### config.mk
export PLATFORM = sky130hd
export DESIGN_NAME = uart_break_idle_detector_top
export DESIGN_NICKNAME = d
export VERILOG_FILES = /design/src/sv/ubid_pkg.sv /design/src/sv/uart_break_idle_detector_top.sv /design/src/sv/ubid_cfg.sv /design/src/sv/ubid_in_stage.sv /design/src/sv/ubid_core.sv
export SDC_FILE = /design/constraint.sdc
export NUM_CORES = 1
export LEC_CHECK = 0
export BUFFER_PORTS_ARGS = -buffer_cell sky130_fd_sc_hd__clkbuf_2
export CAP_MARGIN = 20
export CORE_ASPECT_RATIO = 1.2
export CORE_UTILIZATION = 50
export DETAILED_ROUTE_END_ITERATION = 8
export PLACE_DENSITY = 0.77
export SYNTH_ARGS = -nofsm -noshare
export SYNTH_HDL_FRONTEND = slang
export SYNTH_SLANG_ARGS = --single-unit
### constraint.sdc
create_clock -name clk -period 5.5 [get_ports clk]
set_input_delay 0 -clock clk [delete_from_list [all_inputs] [get_ports clk]]
set_output_delay 0 -clock clk [all_outputs]
set_load 0.02 [all_outputs]
### src/sv/ubid_pkg.sv
// ubid_pkg: shared codes, widths and reset values for the uart break and idle detector
// no dependencies; imported by every module of the block

package ubid_pkg;

	// field widths
	localparam int unsigned MODE_W    = 2;
	localparam int unsigned EVENT_W   = 2;
	localparam int unsigned BRK_W     = 14;
	localparam int unsigned IDLE_TO_W = 24;
	localparam int unsigned IDLE_W    = 25;
	localparam int unsigned CFG_IDX_W = 2;
	localparam int unsigned CFG_DAT_W = 24;

	// item modes
	localparam logic [MODE_W-1:0] MODE_TICK         = 2'd0;
	localparam logic [MODE_W-1:0] MODE_BRK_REFRESH  = 2'd1;
	localparam logic [MODE_W-1:0] MODE_IDLE_REFRESH = 2'd2;

	// event codes
	localparam logic [EVENT_W-1:0] EV_NONE        = 2'd0;
	localparam logic [EVENT_W-1:0] EV_BREAK_START = 2'd1;
	localparam logic [EVENT_W-1:0] EV_BREAK_END   = 2'd2;
	localparam logic [EVENT_W-1:0] EV_IDLE        = 2'd3;

	// register indexes
	localparam logic [CFG_IDX_W-1:0] REG_BREAK_ENABLE = 2'd0;
	localparam logic [CFG_IDX_W-1:0] REG_BREAK_START  = 2'd1;
	localparam logic [CFG_IDX_W-1:0] REG_BREAK_END    = 2'd2;
	localparam logic [CFG_IDX_W-1:0] REG_IDLE_TIMEOUT = 2'd3;

	// register reset values
	localparam logic [BRK_W-1:0] BREAK_START_RST = 14'd1000;
	localparam logic [BRK_W-1:0] BREAK_END_RST   = 14'd10000;

	// configuration as seen by the counting logic, with clear strobes
	typedef struct packed {
		logic                 break_enable;
		logic [BRK_W-1:0]     break_start_ticks;
		logic [BRK_W-1:0]     break_end_ticks;
		logic [IDLE_TO_W-1:0] idle_timeout;
		logic                 clr_break;
		logic                 clr_idle;
	} cfg_t;

	// one item held in the input stage
	typedef struct packed {
		logic [MODE_W-1:0] mode;
		logic              rx_level;
	} item_t;

endpackage

### src/sv/uart_break_idle_detector_top.sv
// uart_break_idle_detector_top: one channel of uart break and idle line detection
// depends on ubid_pkg, ubid_cfg, ubid_in_stage, ubid_core
//
// Usage: feed one item per millisecond tick (mode tick, with the sampled rx level)
// or a break / idle refresh request on the input channel. Each item gives exactly
// one result: event_res (none, break start, break end, idle timeout) and in_break,
// the break state after that item.
// Channels: valid/stall on both sides; a transfer happens on a clock edge with
// valid high and stall low. Configuration is a plain write port (cfg_we,
// cfg_index, cfg_data); the user must write it only while no item is in
// flight, and the block itself does not enforce this.
// Pipeline: input register, then the counter update into the result register.
// Throughput: one item per cycle while the output does not stall, set by the
// single counter update between the two registers.
// Stall: while the result waits, one more item is taken into the input register;
// after that in_stall follows the output stall.
// Reset (arst_n low): counts and break state cleared, break detection off,
// start limit 1000, end limit 10000, idle detection off, both channels empty.

module uart_break_idle_detector_top import ubid_pkg::*; (
	input  logic                 clk,
	input  logic                 arst_n,
	input  logic                 in_valid,
	output logic                 in_stall,
	input  logic [MODE_W-1:0]    mode,
	input  logic                 rx_level,
	output logic                 out_valid,
	input  logic                 out_stall,
	output logic [EVENT_W-1:0]   event_res,
	output logic                 in_break,
	input  logic                 cfg_we,
	input  logic [CFG_IDX_W-1:0] cfg_index,
	input  logic [CFG_DAT_W-1:0] cfg_data
);

	cfg_t  cfg;
	logic  valid_s1;
	item_t item_s1;
	logic  take;

	ubid_cfg u_cfg (
		.clk       (clk),
		.arst_n    (arst_n),
		.cfg_we    (cfg_we),
		.cfg_index (cfg_index),
		.cfg_data  (cfg_data),
		.cfg       (cfg)
	);

	ubid_in_stage u_in (
		.clk      (clk),
		.arst_n   (arst_n),
		.in_valid (in_valid),
		.in_stall (in_stall),
		.mode     (mode),
		.rx_level (rx_level),
		.take     (take),
		.valid_s1 (valid_s1),
		.item_s1  (item_s1)
	);

	ubid_core u_core (
		.clk       (clk),
		.arst_n    (arst_n),
		.cfg       (cfg),
		.valid_s1  (valid_s1),
		.item_s1   (item_s1),
		.take      (take),
		.out_valid (out_valid),
		.out_stall (out_stall),
		.event_res (event_res),
		.in_break  (in_break)
	);

endmodule

### src/sv/ubid_cfg.sv
// ubid_cfg: configuration registers of the detector and the count clear strobes
// depends on ubid_pkg

module ubid_cfg import ubid_pkg::*; (
	input  logic                 clk,
	input  logic                 arst_n,
	input  logic                 cfg_we,
	input  logic [CFG_IDX_W-1:0] cfg_index,
	input  logic [CFG_DAT_W-1:0] cfg_data,
	output cfg_t                 cfg
);

	logic                 break_enable_q;
	logic [BRK_W-1:0]     break_start_q;
	logic [BRK_W-1:0]     break_end_q;
	logic [IDLE_TO_W-1:0] idle_timeout_q;

	// register writes
	always_ff @(posedge clk or negedge arst_n) begin
		if (!arst_n) begin
			break_enable_q <= 1'b0;
			break_start_q  <= BREAK_START_RST;
			break_end_q    <= BREAK_END_RST;
			idle_timeout_q <= '0;
		end else if (cfg_we) begin
			unique case (cfg_index)
				REG_BREAK_ENABLE: break_enable_q <= cfg_data[0];
				REG_BREAK_START:  break_start_q  <= cfg_data[BRK_W-1:0];
				REG_BREAK_END:    break_end_q    <= cfg_data[BRK_W-1:0];
				REG_IDLE_TIMEOUT: idle_timeout_q <= cfg_data[IDLE_TO_W-1:0];
				default:          break_enable_q <= break_enable_q;
			endcase
		end
	end

	// register view and clear strobes for the counters
	always_comb begin
		cfg.break_enable      = break_enable_q;
		cfg.break_start_ticks = break_start_q;
		cfg.break_end_ticks   = break_end_q;
		cfg.idle_timeout      = idle_timeout_q;
		cfg.clr_break         = cfg_we && (cfg_index == REG_BREAK_ENABLE);
		cfg.clr_idle          = cfg_we && (cfg_index == REG_IDLE_TIMEOUT);
	end

endmodule

### src/sv/ubid_in_stage.sv
// ubid_in_stage: input register of the detector pipeline
// depends on ubid_pkg

module ubid_in_stage import ubid_pkg::*; (
	input  logic              clk,
	input  logic              arst_n,
	input  logic              in_valid,
	output logic              in_stall,
	input  logic [MODE_W-1:0] mode,
	input  logic              rx_level,
	input  logic              take,
	output logic              valid_s1,
	output item_t             item_s1
);

	logic load;

	// the stage frees up whenever its item moves on
	assign in_stall = valid_s1 && !take;
	assign load     = in_valid && !in_stall;

	always_ff @(posedge clk or negedge arst_n) begin
		if (!arst_n) begin
			valid_s1 <= 1'b0;
		end else begin
			valid_s1 <= load || (valid_s1 && !take);
		end
	end

	// payload, captured on each input transfer
	always_ff @(posedge clk) begin
		if (load) begin
			item_s1.mode     <= mode;
			item_s1.rx_level <= rx_level;
		end
	end

endmodule

### src/sv/ubid_core.sv
// ubid_core: break and idle counters, event decision and result register
// depends on ubid_pkg

module ubid_core import ubid_pkg::*; (
	input  logic               clk,
	input  logic               arst_n,
	input  cfg_t               cfg,
	input  logic               valid_s1,
	input  item_t              item_s1,
	output logic               take,
	output logic               out_valid,
	input  logic               out_stall,
	output logic [EVENT_W-1:0] event_res,
	output logic               in_break
);

	logic [BRK_W-1:0]  break_count_q;
	logic              break_active_q;
	logic [IDLE_W-1:0] idle_count_q;

	logic              is_tick;
	logic [BRK_W:0]    brk_next;
	logic [BRK_W-1:0]  brk_limit;
	logic              brk_fire;
	logic [IDLE_W:0]   idle_next;
	logic              idle_fire;

	logic [BRK_W-1:0]   break_count_d;
	logic               break_active_d;
	logic [IDLE_W-1:0]  idle_count_d;
	logic [EVENT_W-1:0] event_d;

	// item leaves the input stage when the result register can take it
	assign take = valid_s1 && (!out_valid || !out_stall);

	// break counting
	always_comb begin
		is_tick   = (item_s1.mode == MODE_TICK);
		brk_next  = {1'b0, break_count_q} + {{BRK_W{1'b0}}, 1'b1};
		brk_limit = break_active_q ? cfg.break_end_ticks : cfg.break_start_ticks;
		brk_fire  = 1'b0;

		break_count_d  = break_count_q;
		break_active_d = break_active_q;
		if (item_s1.mode == MODE_BRK_REFRESH) begin
			break_count_d = '0;
		end else if (is_tick && cfg.break_enable && (item_s1.rx_level == break_active_q)) begin
			if (brk_next > {1'b0, brk_limit}) begin
				brk_fire       = 1'b1;
				break_active_d = !break_active_q;
				break_count_d  = '0;
			end else begin
				break_count_d = brk_next[BRK_W-1:0];
			end
		end
	end

	// idle counting, sees the updated break state
	always_comb begin
		idle_next    = {1'b0, idle_count_q} + {{IDLE_W{1'b0}}, 1'b1};
		idle_fire    = 1'b0;
		idle_count_d = idle_count_q;
		if (item_s1.mode == MODE_IDLE_REFRESH) begin
			idle_count_d = '0;
		end else if (is_tick && (cfg.idle_timeout != '0)) begin
			if (break_active_d) begin
				idle_count_d = '0;
			end else if (idle_next > {2'b00, cfg.idle_timeout}) begin
				idle_fire    = 1'b1;
				idle_count_d = '0;
			end else begin
				idle_count_d = idle_next[IDLE_W-1:0];
			end
		end
	end

	// break events take precedence over idle
	always_comb begin
		priority if (brk_fire) begin
			event_d = break_active_q ? EV_BREAK_END : EV_BREAK_START;
		end else if (idle_fire) begin
			event_d = EV_IDLE;
		end else begin
			event_d = EV_NONE;
		end
	end

	// counter state, cleared by register writes
	always_ff @(posedge clk or negedge arst_n) begin
		if (!arst_n) begin
			break_count_q  <= '0;
			break_active_q <= 1'b0;
			idle_count_q   <= '0;
		end else begin
			if (cfg.clr_break) begin
				break_count_q  <= '0;
				break_active_q <= 1'b0;
			end else if (take) begin
				break_count_q  <= break_count_d;
				break_active_q <= break_active_d;
			end
			if (cfg.clr_idle) begin
				idle_count_q <= '0;
			end else if (take) begin
				idle_count_q <= idle_count_d;
			end
		end
	end

	// result register
	always_ff @(posedge clk or negedge arst_n) begin
		if (!arst_n) begin
			out_valid <= 1'b0;
		end else begin
			out_valid <= take || (out_valid && out_stall);
		end
	end

	always_ff @(posedge clk) begin
		if (take) begin
			event_res <= event_d;
			in_break  <= break_active_d;
		end
	end

endmodule
==> impl_metrics.tcl <==
set metrics [dict create \
    outcome "complete, no violations" \
    stdcell_area_um2 6860 \
    cts-resized-gates 0 \
    hold_viol_final 0 \
    finalNetCount 691 \
    achievable-frequency_ghz 0.230 \
    fin_setup_tns_ns 0 \
    drt-wirelength-per-cell_um 17.9 \
    synthesis.area_um2 5920 \
    muxShareOfSynthArea_pct 12.8 \
    maxSlewHeadroom_pct 24.1 \
    yosys.cell_types.count 57 \
    post_synth_main_area_contributors "dfrtp_1 36%, mux2_2 10%, ha_1 8.5%, dfstp_2 4.9%, edfxtp_1 3.0%" \
    power_mw 1.94 \
    rsz0062_at_grt "no" \
    wirelength_mm 13.9 \
    leakage_nw 3.22 \
    num_vias 4590 \
    cts.htree.levels 3 \
    clk_transition_reported_paths_ns 0.07 \
    cts_tree "yes" \
    insertedDiodeCount 0 \
    ioPinCount 39 \
    placed_cell_area_um2 6230 \
    detail_route.drc_violations 0 \
    chipHeight_um 121 \
    worst_setup_skew_after_layout_ns 0.00955 \
    grt_max_degree 72 \
    synth_top_family_by_area "simple AND/OR/NAND/NOR gates" \
    detailedPlace.worstSlack_ns 1.18 \
    place.port_buffers 38 \
    hold_path_class "in -> reg" \
    layout_overhead_on_the_synthesized_area_pct 15.9 \
    timing.critical_path.from_type "flip-flop" \
    grt_pass1_vias 4705 \
    filler_cell_count 931 \
    rows 43 \
    final_cycle_utilization_of_the_critical_path_pct 79.1 \
    multiInputGateArea_um2 3110 \
    postSynthCellCount 553 \
    cp_max_fo 31 \
    post_synth_and_or_nand_nor_area_fraction_pct 16.0 \
    yosys.area_share.adder_pct 8.45 \
    finalSetupViolCount 0 \
    endpoint_kind "flip-flop" \
    root_buffer "clkbuf_16" \
    ys_dominant_reg_cell "dfrtp_1" \
    synth_area_leader_cell "dfrtp_1" \
    synth-edff-count 6 \
    ant_nets 0 \
    global_route.overflow_total 0 \
    timing.hold.ws_ns 0.0314 \
    initial_utilization_pct 51.2 \
    powerDensity_nw_per_um2 283 \
    drtIter0Drc 317 \
    synth.top_cell.area_share_pct 35.5 \
    ys.warnings.count 0 \
    post_synth_xor_area_fraction_pct 4.86 \
    drtPass1Iterations 4 \
    grt_antenna_before_repair 0 \
    ys_async_rst_share_pct 94.1 \
    clock_insertion_delay_worst_skew_ns 0.35 \
    final_layout_size_suffix_gt1_share_pct 22.3 \
    synth_seq_area_share_pct 43.4 \
    critical_path_class "reg -> reg" \
    vdd_drop_max_mv 0.158 \
    grt_use_total_pct 24.0 \
    hpwlAfterDp_mm 9.65 \
    timing.max_cap.violations 0 \
    cp.arrival_ns 4.62 \
    place_congestion 0.880 \
    post-route-min-period_ns 4.35 \
    postLayoutSetupSlackWorst_ns 1.15 \
    area.sequential_um2 2570 \
    numCtsBuffers 9 \
    die_area_um2 12300 \
    synth_seq_cells 101 \
    grt_pass1_wl_mm 22.4 \
    clockBufferDepth 2 \
    syn-num-nets 627 \
    tightestPinTransition_ns 1.14 \
    via_per_inst 5.89 \
    post_synth.cell_area_avg_um2 10.7 \
    placeableCoreArea_um2 11600 \
    cts_sink_count 101 \
    timing_max_transition_violations_final 0 \
    die_w_um 101 \
    required_time_of_the_critical_path_ns 5.77 \
    synth-compound-area-share_pct 10.3 \
]
per-stage QoR:
| stage | instances | util, % |
|---|---|---|
| 6_report | 779 | 59.3 |
| 5_1_grt | 779 | 59.3 |
| 4_1_cts | 779 | 59.3 |
| 3_5_place_dp | 732 | 53.8 |
| 3_3_place_gp | 732 | 53.8 |
| 2_1_floorplan | 553 | - |
synth_stat cells (11+ instances only):
| cell | n |
|---|---|
| dfstp_2 | 11 |
| nand4_1 | 11 |
| ha_1 | 40 |
| and3_1 | 12 |
| xnor2_1 | 18 |
| a21oi_1 | 12 |
| nand2_1 | 39 |
| dfrtp_1 | 84 |
| a32o_1 | 11 |
| inv_1 | 37 |
| mux2_2 | 54 |
| nand3_1 | 30 |
| xor2_1 | 13 |
| mux2i_1 | 15 |
| nor2_1 | 21 |
placed cells by master (no fill, tap or decap), types with 10 or more instances in the layout:
cell / count
a21oi_1: 12
a22o_1: 10
a32o_1: 11
and3_1: 12
clkbuf_2: 37
dfrtp_1: 84
dfstp_2: 11
dlygate4sd3_1: 31
ha_1: 40
inv_1: 37
mux2_2: 54
mux2i_1: 15
nand2_1: 39
nand3_1: 30
nand4_1: 11
nor2_1: 21
nor3_1: 10
xnor2_1: 18
xor2_1: 13
what timing repair did:
action | 4_1_cts | 5_1_grt
hold buffers | 31 | 0
buffers inserted | 0 | 0
endpoints found under the hold margin | 82 | 0
sequential cells by signal (all words and copies together) (netlist names):
name,count
u_cfg.break_start_q,14
u_in.valid_s1,1
u_cfg.break_enable_q,1
u_cfg.idle_timeout_q,24
u_core.idle_count_q,25
u_in.item_s1,3
u_core.break_count_q,14
u_core.break_active_q,1
u_core.event_res,2
u_cfg.break_end_q,14
u_core.out_valid,1
u_core.in_break,1
area by class of cell:
| cell class | count | share of cell area, % |
|---|---|---|
| multi-input cells | 396 | 45.3 |
| flip-flops and latches | 101 | 37.5 |
| repair buffers | 72 | 7.66 |
| clock buffers | 9 | 3.28 |
| well taps | 157 | 2.86 |
| inverters | 37 | 2.02 |
| clock inverters | 7 | 1.40 |
power by group:
part	total (mW)	switching (mW)	internal (mW)	leakage [nW]
clock	0.693	0.292	0.401	0.150
combinational	0.327	0.170	0.157	1.83
sequential	0.918	0.0701	0.848	1.25
total	1.94	0.532	1.41	3.22
cell families (layout without fill, tap and decap cells):
logic type / Yosys count / after routing
buf+inv: 56 / 125
simple gates: 173 / 173
compound gates: 82 / 82
xor+xnor: 32 / 32
mux: 69 / 69
flops: 101 / 101
fa+ha+maj: 40 / 40
path summary, 6_finish.rpt:
check	start	slack, ns	to	depth (start not counted)
setup / recovery	u_core.idle_count_q[0]	1.15	u_core.idle_count_q[20]	13
hold / removal	cfg_index[1]	0.03	u_core.break_active_q	3
setup reg to reg	u_core.idle_count_q[0]	1.15	u_core.idle_count_q[20]	13
hold reg to reg	u_in.valid_s1	0.50	u_core.out_valid	1
max in group asynchronous	arst_n	4.19	u_cfg.idle_timeout_q[5]	3
min in group asynchronous	arst_n	0.10	u_core.idle_count_q[19]	2
per-layer routing:
metal	part of all wire, %	GRT usage [%]	vias up
met1	39	26.9	2273
li1	-	-	2156
met4	4.2	13.1	0
met5	0	0	-
met3	3.3	4.09	47
met2	53	42.8	114
critical path, stage by stage (launching register included):
cell,delay [ns]
dfrtp_1,0.42
ha_1,0.23
and3_4,0.22
and4_4,0.26
nand4_1,0.22
or2_2,0.40
xnor2_1,0.14
ha_1,0.21
a2111oi_0,0.44
o21ai_0,0.20
o211ai_1,0.13
and4_1,0.99
a311oi_1,0.22
a21oi_1,0.19
Power figures use the tool's default switching activity.
